$ cat config.mk
export PLATFORM = sky130hd
export DESIGN_NAME = bfua_scan
export DESIGN_NICKNAME = d
export VERILOG_FILES = /design/src/rtl/bfua_pkg.sv /design/src/rtl/bfua_scan.sv
export SDC_FILE = /design/constraint.sdc
export NUM_CORES = 1
export LEC_CHECK = 0
export ABC_AREA = 1
export BUFFER_PORTS_ARGS = -buffer_cell sky130_fd_sc_hd__buf_2
export CAP_MARGIN = 40
export CORE_MARGIN = 1
export CORE_UTILIZATION = 50
export CTS_BUF_LIST = sky130_fd_sc_hd__clkbuf_4
export DETAILED_ROUTE_END_ITERATION = 6
export GPL_ROUTABILITY_DRIVEN = 0
export PLACE_DENSITY = 0.83
export SYNTH_ARGS = -nofsm -noshare
export SYNTH_HDL_FRONTEND = slang
export SYNTH_SLANG_ARGS = --single-unit
$ cat constraint.sdc
create_clock -name clk -period 2.35 [get_ports clk]
set_clock_uncertainty 0.1 [all_clocks]
set_input_delay 0.1175 -clock clk [delete_from_list [all_inputs] [get_ports clk]]
set_output_delay 0.1175 -clock clk [all_outputs]
set_load 0.02 [all_outputs]
$ cat src/rtl/bfua_pkg.sv
// shared constants, types and codes of the best-fit unit allocator
`default_nettype none

package bfua_pkg;

  localparam int UNITS    = 1024;
  localparam int ADDR_W   = $clog2(UNITS);
  localparam int CNT_W    = $clog2(UNITS + 1);
  localparam int SCAN_W   = $clog2(UNITS + 2);
  localparam int ID_W     = 8;
  localparam int REQ_W    = 11;
  localparam int STATUS_W = 3;
  localparam int START_W  = 10;
  localparam int CHG_W    = 11;
  localparam int ENTRY_W  = ID_W + 1;

  localparam logic OP_ALLOC   = 1'b0;
  localparam logic OP_RELEASE = 1'b1;

  typedef enum logic [STATUS_W-1:0] {
    ST_ALLOCATED = 3'd0,
    ST_NO_FIT    = 3'd1,
    ST_RELEASED  = 3'd2,
    ST_NOT_FOUND = 3'd3,
    ST_BAD_SIZE  = 3'd4
  } status_t;

  typedef enum logic [2:0] {
    S_CLEAR,
    S_IDLE,
    S_SCAN,
    S_REL,
    S_EVAL,
    S_FILL,
    S_PUSH
  } state_t;

  // one step of the shared run/count unit
  typedef struct packed {
    logic              clear;
    logic              step;
    logic              count_mode;
    logic              used;
    logic [ADDR_W-1:0] idx;
  } scan_ctl_t;

  typedef struct packed {
    logic              found;
    logic [ADDR_W-1:0] best_start;
    logic [CNT_W-1:0]  count;
  } scan_res_t;

endpackage

`default_nettype wire

$ cat src/rtl/bfua_scan.sv
// shared run tracker: free-run length, best-fit compare, match counter
`default_nettype none

module bfua_scan (
  input  wire logic                        clk,
  input  wire bfua_pkg::scan_ctl_t         ctl,
  input  wire logic [bfua_pkg::CNT_W-1:0]  size,
  output bfua_pkg::scan_res_t              res
);

  logic [bfua_pkg::CNT_W-1:0]  run_len_r,    run_len_nxt;
  logic [bfua_pkg::ADDR_W-1:0] run_start_r,  run_start_nxt;
  logic [bfua_pkg::ADDR_W-1:0] best_start_r, best_start_nxt;
  logic [bfua_pkg::SCAN_W-1:0] best_size_r,  best_size_nxt;
  logic                        found_r,      found_nxt;
  logic                        fits;

  assign fits = (run_len_r >= size) &&
                (bfua_pkg::SCAN_W'(run_len_r) < best_size_r);

  always_comb begin
    run_len_nxt    = run_len_r;
    run_start_nxt  = run_start_r;
    best_start_nxt = best_start_r;
    best_size_nxt  = best_size_r;
    found_nxt      = found_r;
    if (ctl.clear) begin
      run_len_nxt    = '0;
      run_start_nxt  = '0;
      best_start_nxt = '0;
      best_size_nxt  = bfua_pkg::SCAN_W'(bfua_pkg::UNITS + 1);
      found_nxt      = 1'b0;
    end else if (ctl.step) begin
      if (ctl.count_mode) begin
        // release pass: count matching entries
        if (ctl.used) begin
          run_len_nxt = run_len_r + 1'b1;
        end
      end else if (!ctl.used) begin
        if (run_len_r == '0) begin
          run_start_nxt = ctl.idx;
        end
        run_len_nxt = run_len_r + 1'b1;
      end else begin
        // end of a free run
        if (fits) begin
          best_size_nxt  = bfua_pkg::SCAN_W'(run_len_r);
          best_start_nxt = run_start_r;
          found_nxt      = 1'b1;
        end
        run_len_nxt = '0;
      end
    end
  end

  always_ff @(posedge clk) begin
    run_len_r    <= run_len_nxt;
    run_start_r  <= run_start_nxt;
    best_start_r <= best_start_nxt;
    best_size_r  <= best_size_nxt;
    found_r      <= found_nxt;
  end

  assign res.found      = found_r;
  assign res.best_start = best_start_r;
  assign res.count      = run_len_r;

endmodule

`default_nettype wire

==> impl_results.html, run 1 <==
<table>
<tr><th>Metric</th><th>Value</th></tr>
<tr><th colspan="2">Routing</th></tr>
<tr><td>Via count</td><td>2537</td></tr>
<tr><td>Total DRC errors in the routed layout</td><td>0</td></tr>
<tr><td>Overall routed net length</td><td>6000 um</td></tr>
<tr><td>Via density per instance</td><td>4.97</td></tr>
<tr><td>First-pass detailed-route iteration total</td><td>5</td></tr>
<tr><td>Final ANT Viol Nets</td><td>0</td></tr>
<tr><td>Iteration-0 DRC Markers</td><td>182</td></tr>
<tr><td>Routed length per placed instance</td><td>11.8 um</td></tr>
<tr><th colspan="2">Place</th></tr>
<tr><td>Count of buffers from port buffering</td><td>47</td></tr>
<tr><td>Dpl cell area</td><td>2830 um2</td></tr>
<tr><td>Half-perimeter wire length after detailed placement</td><td>4300 um</td></tr>
<tr><th colspan="2">Floorplanning</th></tr>
<tr><td>Number of primary I/O pins</td><td>48</td></tr>
<tr><td>Die outline height</td><td>73.2 um</td></tr>
<tr><td>Die width</td><td>73.2 um</td></tr>
<tr><td>Area inside the core boundary</td><td>4820 um2</td></tr>
<tr><td>Die Footprint</td><td>5360 um2</td></tr>
<tr><td>Starting utilization of the core area</td><td>52.6%</td></tr>
<tr><td>Rows</td><td>25</td></tr>
<tr><th colspan="2">Timing</th></tr>
<tr><td>Final Max Tran Viols</td><td>0</td></tr>
<tr><td>Transition at the pin with the smallest max-transition slack</td><td>0.517 ns</td></tr>
<tr><td>Timing-limited maximum frequency</td><td>483 MHz</td></tr>
<tr><td>Setup TNS</td><td>0 ns</td></tr>
<tr><td>Final Hold Vio Count</td><td>0</td></tr>
<tr><td>Worst max-slew margin expressed relative to the limit</td><td>65.4%</td></tr>
<tr><td>Final number of setup-violating endpoints</td><td>0</td></tr>
<tr><td>Final critical delay including setup and external delays</td><td>2.07 ns</td></tr>
<tr><td>Unrepaired setup endpoints after global routing</td><td>false</td></tr>
<tr><td>Final cycle utilization of the critical path</td><td>88.1%</td></tr>
<tr><td>Worst hold slack after final layout</td><td>0.0544 ns</td></tr>
<tr><th colspan="2">Pwr</th></tr>
<tr><td>Net Sw Power</td><td>0.346 mW</td></tr>
<tr><td>Part of the power in the clock network</td><td>39.5%</td></tr>
<tr><td>Leak pwr</td><td>1.55 nW</td></tr>
<tr><td>Total power density per cell area</td><td>490 nW/um2</td></tr>
<tr><td>Overall power consumption</td><td>1.50 mW</td></tr>
<tr><td>Sw frac</td><td>23.1%</td></tr>
<tr><td>Max rail drop VDD</td><td>0.000346 V</td></tr>
<tr><td>Internal cell power</td><td>1.15 mW</td></tr>
<tr><td>Seq pwr share</td><td>50.2%</td></tr>
<tr><td>Share of total power in combinational logic</td><td>10.3%</td></tr>
<tr><th colspan="2">GRT</th></tr>
<tr><td>Number of global-route vias before repair</td><td>2117</td></tr>
<tr><td>First-pass GRT wire length</td><td>9510 um</td></tr>
<tr><td>Largest net degree at the start of global routing</td><td>23</td></tr>
<tr><td>Global-route usage over all layers</td><td>23.2%</td></tr>
<tr><td>Initial antenna violation count</td><td>0</td></tr>
<tr><td>Total congestion overflow after global routing</td><td>0</td></tr>
<tr><th colspan="2">Worst setup path</th></tr>
<tr><td>Worst Path Buf+Inv</td><td>2</td></tr>
<tr><td>Worst Setup Start Kind</td><td>flop</td></tr>
<tr><td>Most repeated library cell on the critical path</td><td>sky130_fd_sc_hd__nor2_1</td></tr>
<tr><td>Highest-delay cell along the critical path</td><td>sky130_fd_sc_hd__dfxtp_1</td></tr>
<tr><td>Critical path capture point type</td><td>flop</td></tr>
<tr><td>Sequence of cells on the critical path</td><td>inv_1 &gt; ha_1 &gt; nand2_1 &gt; nor2_1 &gt; nand2_1 &gt; nor2_1 &gt; nor2_1 &gt; nand3_1 &gt; buf_4 &gt; nand4_1 &gt; nand2_1 &gt; nor2_1</td></tr>
<tr><td>Kind of cell adding the most delay to the critical path</td><td>simple AND/OR/NAND/NOR gates</td></tr>
<tr><td>Critical path data required time</td><td>2.53 ns</td></tr>
<tr><td>Critical path data arrival time</td><td>2.25 ns</td></tr>
<tr><td>Largest stage delay on the critical path</td><td>0.43 ns</td></tr>
<tr><td>Worst setup path category</td><td>reg -&gt; reg</td></tr>
<tr><td>Largest fanout of any net on the critical path</td><td>21</td></tr>
<tr><th colspan="2">Synth</th></tr>
<tr><td>Register area share after synthesis</td><td>33.9%</td></tr>
<tr><td>Number of warnings printed during yosys synthesis</td><td>0</td></tr>
<tr><td>Netlist area before placement</td><td>2540 um2</td></tr>
<tr><td>Post-synthesis cell type count</td><td>23</td></tr>
<tr><td>Syn Area/Cell</td><td>6.60 um2</td></tr>
<tr><td>Area leader, netlist</td><td>sky130_fd_sc_hd__dfxtp_1</td></tr>
<tr><td>Post-synth top area share</td><td>33.9%</td></tr>
<tr><td>Synth Register Bits</td><td>43</td></tr>
<tr><td>Synthesized instance count</td><td>384</td></tr>
<tr><td>Ranking of synthesized cells by area</td><td>sky130_fd_sc_hd__dfxtp_1 34%, sky130_fd_sc_hd__inv_1 12%, sky130_fd_sc_hd__nand2_1 11%, sky130_fd_sc_hd__ha_1 11%, sky130_fd_sc_hd__nor2_1 8.9%</td></tr>
<tr><td>Synthesized Nets</td><td>433</td></tr>
<tr><th colspan="2">CTS</th></tr>
<tr><td>Clock tree root buffer cell</td><td>sky130_fd_sc_hd__clkbuf_4</td></tr>
<tr><td>Post-CTS repair timing setup buffer count</td><td>0</td></tr>
<tr><td>Maximum level of the CTS H-tree</td><td>2</td></tr>
<tr><td>Max clock buf depth</td><td>2</td></tr>
<tr><td>Number of clock sinks seen by CTS</td><td>43</td></tr>
<tr><td>Number of CTS-inserted buffers</td><td>5</td></tr>
<tr><td>Clock transition at path regs</td><td>0.13 ns</td></tr>
<tr><td>TritonCTS clock tree</td><td>done</td></tr>
<tr><td>Clock latency reported for the late side of the worst-skew pair</td><td>0.37 ns</td></tr>
<tr><th colspan="2">Layout</th></tr>
<tr><td>Layout overhead on the synthesized area</td><td>20.3%</td></tr>
<tr><td>Total Nets Final</td><td>491</td></tr>
<tr><td>Share of final-layout standard cells stronger than drive strength 1</td><td>15.3%</td></tr>
<tr><td>Number of antenna diodes</td><td>0</td></tr>
<tr><td>Finished layout cell area</td><td>3050 um2</td></tr>
<tr><th colspan="2">Min path</th></tr>
<tr><td>Hold WC Path Type</td><td>in -&gt; reg</td></tr>
<tr><th colspan="2">Run status</th></tr>
<tr><td>Status</td><td>completed</td></tr>
<tr><th colspan="2">Job</th></tr>
<tr><td>Number of maximum-capacitance constraint violations</td><td>0</td></tr>
</table>
## layout make-up
class	count	area, um2
inverters	85	319
repair buffers	65	398
flip-flops and latches	43	861
clock buffers	6	45.0
multi-input cells	242	1280
well taps	67	83.8
clock inverters	2	60.1
fillers	454	1770
## layer usage
layer | wire length, um | part of all wire [%] | global-route usage, % | vias up
li1 | - | - | - | 1306
met1 | 2660 | 44 | 30.2 | 1142
met2 | 2890 | 48 | 39.3 | 81
met3 | 362 | 6.0 | 4.28 | 8
met4 | 80 | 1.3 | 6.54 | 0
met5 | 0 | 0 | 0 | -
## stage by stage
stage	std cells	worst slack [ns]	utilization (%)
floorplan	384	0.484	-
global placement	491	0.231	58.7
detailed placement	491	0.156	58.7
CTS	510	0.142	63.2
global route	510	0.0283	63.4
finish	510	0.280	63.4
## flip-flops by register name (all words and copies together), names as in the netlist
name          count
run_len_r        11
best_start_r     10
run_start_r      10
best_size_r      11
found_r           1
## cells in the mapped netlist, drive strengths merged
master   n
nand3   12
dfxtp   43
nand4   27
clkinv   1
nor3     6
a21o     1
o21ai   19
nor4     1
nor2    61
buf     12
nand2   77
clkbuf   2
ha      23
a21oi   15
inv     84
## logic make-up (layout without fill, tap and decap cells)
group                    count (synthesis)  count (layout)  share of synthesized area, %
buffers and inverters                   99             158                          15.7
adder cells (fa/ha/maj)                 23              23                          11.3
AO/OA/AOI/OAI                           35              35                          7.45
flip-flops                              43              43                          33.9
AND/OR/NAND/NOR                        184             184                          31.6
## repair_timing
action,in CTS,in global routing
gates resized for setup,0,1
endpoints found under the hold margin,11,0
setup endpoints to repair,0,21
hold buffers,11,0
## power by group through the flow
stage / clock [mW] / sequential, mW / combinational, mW
final: 0.592 / 0.751 / 0.154
after global placement: 0 / 0.767 / 0.131
after detailed placement: 0 / 0.767 / 0.137
after CTS: 0.596 / 0.751 / 0.151
after global routing: 0.628 / 0.753 / 0.173
after floorplan: 0 / 0.768 / 0.0853
## worst paths after layout
| path | slack [ns] | end | cells past startpoint | start |
|---|---|---|---|---|
| max | 0.28 | best_size_r[5]$_SDFFE_PP0P_ | 12 | run_len_r[0]$_SDFFE_PP0P_ |
| min | 0.05 | run_len_r[1]$_SDFFE_PP0P_ | 3 | ctl[11] |
| max reg2reg | 0.28 | best_size_r[5]$_SDFFE_PP0P_ | 12 | run_len_r[0]$_SDFFE_PP0P_ |
| min reg2reg | 0.36 | found_r$_SDFFE_PP0P_ | 2 | found_r$_SDFFE_PP0P_ |
## placed cells by master, fill, tap and decap left out
cell type and instances:
sky130_fd_sc_hd__nand3_1 11, sky130_fd_sc_hd__nor4_1 1, sky130_fd_sc_hd__buf_4 7, sky130_fd_sc_hd__clkinv_1 1, sky130_fd_sc_hd__inv_2 1, sky130_fd_sc_hd__inv_1 83
sky130_fd_sc_hd__dlygate4sd3_1 11, sky130_fd_sc_hd__nand4_1 27, sky130_fd_sc_hd__nor3_1 4, sky130_fd_sc_hd__nand2_1 77, sky130_fd_sc_hd__buf_2 47, sky130_fd_sc_hd__a21o_1 1
sky130_fd_sc_hd__dfxtp_1 43, sky130_fd_sc_hd__a21oi_1 14, sky130_fd_sc_hd__a21oi_4 1, sky130_fd_sc_hd__nand3_4 1, sky130_fd_sc_hd__nor2_1 60, sky130_fd_sc_hd__nor2_2 1
sky130_fd_sc_hd__bufinv_16 2, sky130_fd_sc_hd__o21ai_0 19, sky130_fd_sc_hd__clkbuf_4 6, sky130_fd_sc_hd__ha_1 23, sky130_fd_sc_hd__nor3_2 2
## worst reg2reg max path, cell delays in order (launching register included)
cell,delay (ns)
sky130_fd_sc_hd__dfxtp_1,0.43
sky130_fd_sc_hd__inv_1,0.15
sky130_fd_sc_hd__ha_1,0.31
sky130_fd_sc_hd__nand2_1,0.05
sky130_fd_sc_hd__nor2_1,0.10
sky130_fd_sc_hd__nand2_1,0.06
sky130_fd_sc_hd__nor2_1,0.08
sky130_fd_sc_hd__nor2_1,0.05
sky130_fd_sc_hd__nand3_1,0.12
sky130_fd_sc_hd__buf_4,0.27
sky130_fd_sc_hd__nand4_1,0.12
sky130_fd_sc_hd__nand2_1,0.10
sky130_fd_sc_hd__nor2_1,0.05
No activity file was read; power rests on OpenSTA's default activity.
==> inputs of run 2 (changes only) <==
--- a/config.mk
+++ b/config.mk
@@ -14,6 +14,7 @@
 export DETAILED_ROUTE_END_ITERATION = 6
 export GPL_ROUTABILITY_DRIVEN = 0
 export PLACE_DENSITY = 0.83
+export RECOVER_POWER = 50
 export SYNTH_ARGS = -nofsm -noshare
 export SYNTH_HDL_FRONTEND = slang
 export SYNTH_SLANG_ARGS = --single-unit
==> impl_results.html, run 2 (synthesized netlist as in run 1, its figures left out) <==
<table>
<tr><th>Metric</th><th>Value</th></tr>
<tr><th colspan="2">Run status</th></tr>
<tr><td>Status</td><td>completed</td></tr>
<tr><th colspan="2">Pwr</th></tr>
<tr><td>Max rail drop VDD</td><td>0.000348 V</td></tr>
<tr><td>Total power density per cell area</td><td>496 nW/um2</td></tr>
<tr><td>Internal cell power</td><td>1.15 mW</td></tr>
<tr><td>Seq pwr share</td><td>50.2%</td></tr>
<tr><td>Net Sw Power</td><td>0.347 mW</td></tr>
<tr><td>Leak pwr</td><td>1.45 nW</td></tr>
<tr><td>Share of total power in combinational logic</td><td>10.2%</td></tr>
<tr><td>Part of the power in the clock network</td><td>39.6%</td></tr>
<tr><td>Sw frac</td><td>23.2%</td></tr>
<tr><td>Overall power consumption</td><td>1.50 mW</td></tr>
<tr><th colspan="2">Worst setup path</th></tr>
<tr><td>Largest fanout of any net on the critical path</td><td>21</td></tr>
<tr><td>Critical path data required time</td><td>2.53 ns</td></tr>
<tr><td>Reg-to-reg critical path endpoint</td><td>best_size_r[5]$_SDFFE_PP0P_</td></tr>
<tr><td>Critical path data arrival time</td><td>2.26 ns</td></tr>
<tr><td>Worst Reg2Reg Path Length in Cells</td><td>12</td></tr>
<tr><td>Critical path capture point type</td><td>flop</td></tr>
<tr><td>Worst r2r src</td><td>run_len_r[0]$_SDFFE_PP0P_</td></tr>
<tr><td>Setup slack, reg-to-reg</td><td>0.27 ns</td></tr>
<tr><td>Worst setup path category</td><td>reg -&gt; reg</td></tr>
<tr><td>Worst Setup Start Kind</td><td>flop</td></tr>
<tr><th colspan="2">Timing</th></tr>
<tr><td>Setup TNS</td><td>0 ns</td></tr>
<tr><td>Worst max-slew margin expressed relative to the limit</td><td>53.1%</td></tr>
<tr><td>Final number of setup-violating endpoints</td><td>0</td></tr>
<tr><td>Final Max Tran Viols</td><td>0</td></tr>
<tr><td>Final cycle utilization of the critical path</td><td>88.6%</td></tr>
<tr><td>Timing-limited maximum frequency</td><td>480 MHz</td></tr>
<tr><td>Transition at the pin with the smallest max-transition slack</td><td>0.703 ns</td></tr>
<tr><td>Final Hold Vio Count</td><td>0</td></tr>
<tr><td>Unrepaired setup endpoints after global routing</td><td>false</td></tr>
<tr><td>Final critical delay including setup and external delays</td><td>2.08 ns</td></tr>
<tr><th colspan="2">Layout</th></tr>
<tr><td>Largest registers ranked by flip-flop count</td><td>best_size_r (11), run_len_r (11)</td></tr>
<tr><td>Utilization after layout</td><td>62.6%</td></tr>
<tr><td>Filler cell count in the final layout</td><td>469</td></tr>
<tr><td>Finished layout cell area</td><td>3010 um2</td></tr>
<tr><td>Most common cell after layout, fill and taps aside</td><td>sky130_fd_sc_hd__inv_1</td></tr>
<tr><td>Final non-filler cell total</td><td>510</td></tr>
<tr><td>Layout overhead on the synthesized area</td><td>18.8%</td></tr>
<tr><td>Total Nets Final</td><td>491</td></tr>
<tr><td>Number of antenna diodes</td><td>0</td></tr>
<tr><td>Most frequent cells in the layout</td><td>83 x sky130_fd_sc_hd__inv_1, 77 x sky130_fd_sc_hd__nand2_1, 60 x sky130_fd_sc_hd__nor2_1</td></tr>
<tr><td>Share of final-layout standard cells stronger than drive strength 1</td><td>9.71%</td></tr>
<tr><th colspan="2">CTS</th></tr>
<tr><td>Number of clock sinks seen by CTS</td><td>43</td></tr>
<tr><td>Maximum level of the CTS H-tree</td><td>2</td></tr>
<tr><td>TritonCTS clock tree</td><td>done</td></tr>
<tr><td>Clock latency reported for the late side of the worst-skew pair</td><td>0.37 ns</td></tr>
<tr><td>Clock transition at path regs</td><td>0.13 ns</td></tr>
<tr><td>Number of CTS-inserted buffers</td><td>5</td></tr>
<tr><td>Clock tree root buffer cell</td><td>sky130_fd_sc_hd__clkbuf_4</td></tr>
<tr><td>Max clock buf depth</td><td>2</td></tr>
<tr><th colspan="2">Routing</th></tr>
<tr><td>First-pass detailed-route iteration total</td><td>5</td></tr>
<tr><td>Via density per instance</td><td>4.97</td></tr>
<tr><td>Max Used Layer</td><td>met4</td></tr>
<tr><td>Overall routed net length</td><td>6010 um</td></tr>
<tr><td>Met3 wire length</td><td>401 um</td></tr>
<tr><td>Met1 Routed Length</td><td>2640 um</td></tr>
<tr><td>Met2 layer wire length in the routed design</td><td>2850 um</td></tr>
<tr><td>Routed length per placed instance</td><td>11.8 um</td></tr>
<tr><td>Total DRC errors in the routed layout</td><td>0</td></tr>
<tr><td>Via count</td><td>2537</td></tr>
<tr><td>Final ANT Viol Nets</td><td>0</td></tr>
<tr><td>Iteration-0 DRC Markers</td><td>187</td></tr>
<tr><th colspan="2">Floorplanning</th></tr>
<tr><td>Starting utilization of the core area</td><td>52.6%</td></tr>
<tr><td>Die Footprint</td><td>5360 um2</td></tr>
<tr><td>Rows</td><td>25</td></tr>
<tr><td>Die width</td><td>73.2 um</td></tr>
<tr><td>Die outline height</td><td>73.2 um</td></tr>
<tr><td>Number of primary I/O pins</td><td>48</td></tr>
<tr><td>Area inside the core boundary</td><td>4820 um2</td></tr>
<tr><th colspan="2">Place</th></tr>
<tr><td>Count of buffers from port buffering</td><td>47</td></tr>
<tr><td>Half-perimeter wire length after detailed placement</td><td>4300 um</td></tr>
<tr><td>Dpl cell area</td><td>2830 um2</td></tr>
<tr><td>Total placed cells including tap cells</td><td>491</td></tr>
<tr><th colspan="2">GRT</th></tr>
<tr><td>Largest net degree at the start of global routing</td><td>23</td></tr>
<tr><td>Global-route usage over all layers</td><td>23.2%</td></tr>
<tr><td>First-pass GRT wire length</td><td>9510 um</td></tr>
<tr><td>Number of global-route vias before repair</td><td>2117</td></tr>
<tr><td>Total congestion overflow after global routing</td><td>0</td></tr>
<tr><td>Initial antenna violation count</td><td>0</td></tr>
<tr><th colspan="2">Min path</th></tr>
<tr><td>Hold Path Stages</td><td>3</td></tr>
<tr><td>Startpoint of the most critical hold path</td><td>ctl[11]</td></tr>
<tr><td>Hold WC Path Type</td><td>in -&gt; reg</td></tr>
<tr><td>Hold endpoint</td><td>run_len_r[1]$_SDFFE_PP0P_</td></tr>
<tr><th colspan="2">Job</th></tr>
<tr><td>Number of maximum-capacitance constraint violations</td><td>0</td></tr>
</table>
-- run 2: changes by cell type in the layout (fill, tap and decap cells not counted), sizes merged --
cell,previous run,this run
buf,54,30
clkbuf,6,30
-- run 2: worst max-delay path by stage --
stage,start,endpoint,cells past startpoint
2_1_floorplan,run_len_r[0]$_SDFFE_PP0P_,best_size_r[0]$_SDFFE_PP1P_,12
3_3_place_gp,run_len_r[0]$_SDFFE_PP0P_,best_start_r[9]$_SDFFE_PP0P_,12
3_5_place_dp,run_len_r[0]$_SDFFE_PP0P_,best_size_r[5]$_SDFFE_PP0P_,12
4_1_cts,run_len_r[0]$_SDFFE_PP0P_,best_size_r[5]$_SDFFE_PP0P_,12
5_1_grt,run_len_r[0]$_SDFFE_PP0P_,best_size_r[4]$_SDFFE_PP0P_,12
6_report,run_len_r[0]$_SDFFE_PP0P_,best_size_r[5]$_SDFFE_PP0P_,12
-- run 2: repair_timing --
| action | CTS | global route |
|---|---|---|
| gates resized for setup | 0 | 1 |
| endpoints found under the hold margin | 11 | 0 |
| setup buffers | 0 | 0 |
| setup endpoints to repair | 0 | 21 |
| hold buffers | 11 | 0 |
-- run 2: final cells by class --
class	count	area (um2)	area share [%]
clock buffers	6	45.0	1.49
clock inverters	2	60.1	1.99
inverters	85	319	10.6
multi-input cells	242	1280	42.5
flip-flops and latches	43	861	28.6
well taps	67	83.8	2.78
repair buffers	65	365	12.1
-- run 2: power groups by stage --
stage / clock [mW] / combinational, mW / sequential [mW]
after global placement: 0 / 0.131 / 0.767
final: 0.592 / 0.152 / 0.751
after detailed placement: 0 / 0.137 / 0.767
after CTS: 0.596 / 0.151 / 0.751
after floorplan: 0 / 0.0853 / 0.768
after global routing: 0.628 / 0.172 / 0.753
-- run 2: worst max-delay path, cell delays in order (launching register included) --
cell and delay, ns:
sky130_fd_sc_hd__dfxtp_1 0.44, sky130_fd_sc_hd__inv_1 0.16, sky130_fd_sc_hd__ha_1 0.31, sky130_fd_sc_hd__nand2_1 0.05, sky130_fd_sc_hd__nor2_1 0.10, sky130_fd_sc_hd__nand2_1 0.06
sky130_fd_sc_hd__nor2_1 0.08, sky130_fd_sc_hd__nor2_1 0.05, sky130_fd_sc_hd__nand3_1 0.12, sky130_fd_sc_hd__buf_4 0.27, sky130_fd_sc_hd__nand4_1 0.11, sky130_fd_sc_hd__nand2_1 0.10
sky130_fd_sc_hd__nor2_1 0.06
-- run 2: metrics by stage --
step           setup WS (ns)  hold WS [ns]
6_report               0.268        0.0514
5_1_grt               0.0215        0.0541
4_1_cts                0.142        0.0553
3_5_place_dp           0.156         0.231
3_3_place_gp           0.231         0.232
2_1_floorplan          0.484        0.0866
-- run 2: per-layer routing --
| metal | track usage (%) | vias up |
|---|---|---|
| met5 | 0 | - |
| met2 | 39.3 | 89 |
| met1 | 30.2 | 1124 |
| met3 | 4.28 | 13 |
| met4 | 6.54 | 0 |
| li1 | - | 1311 |
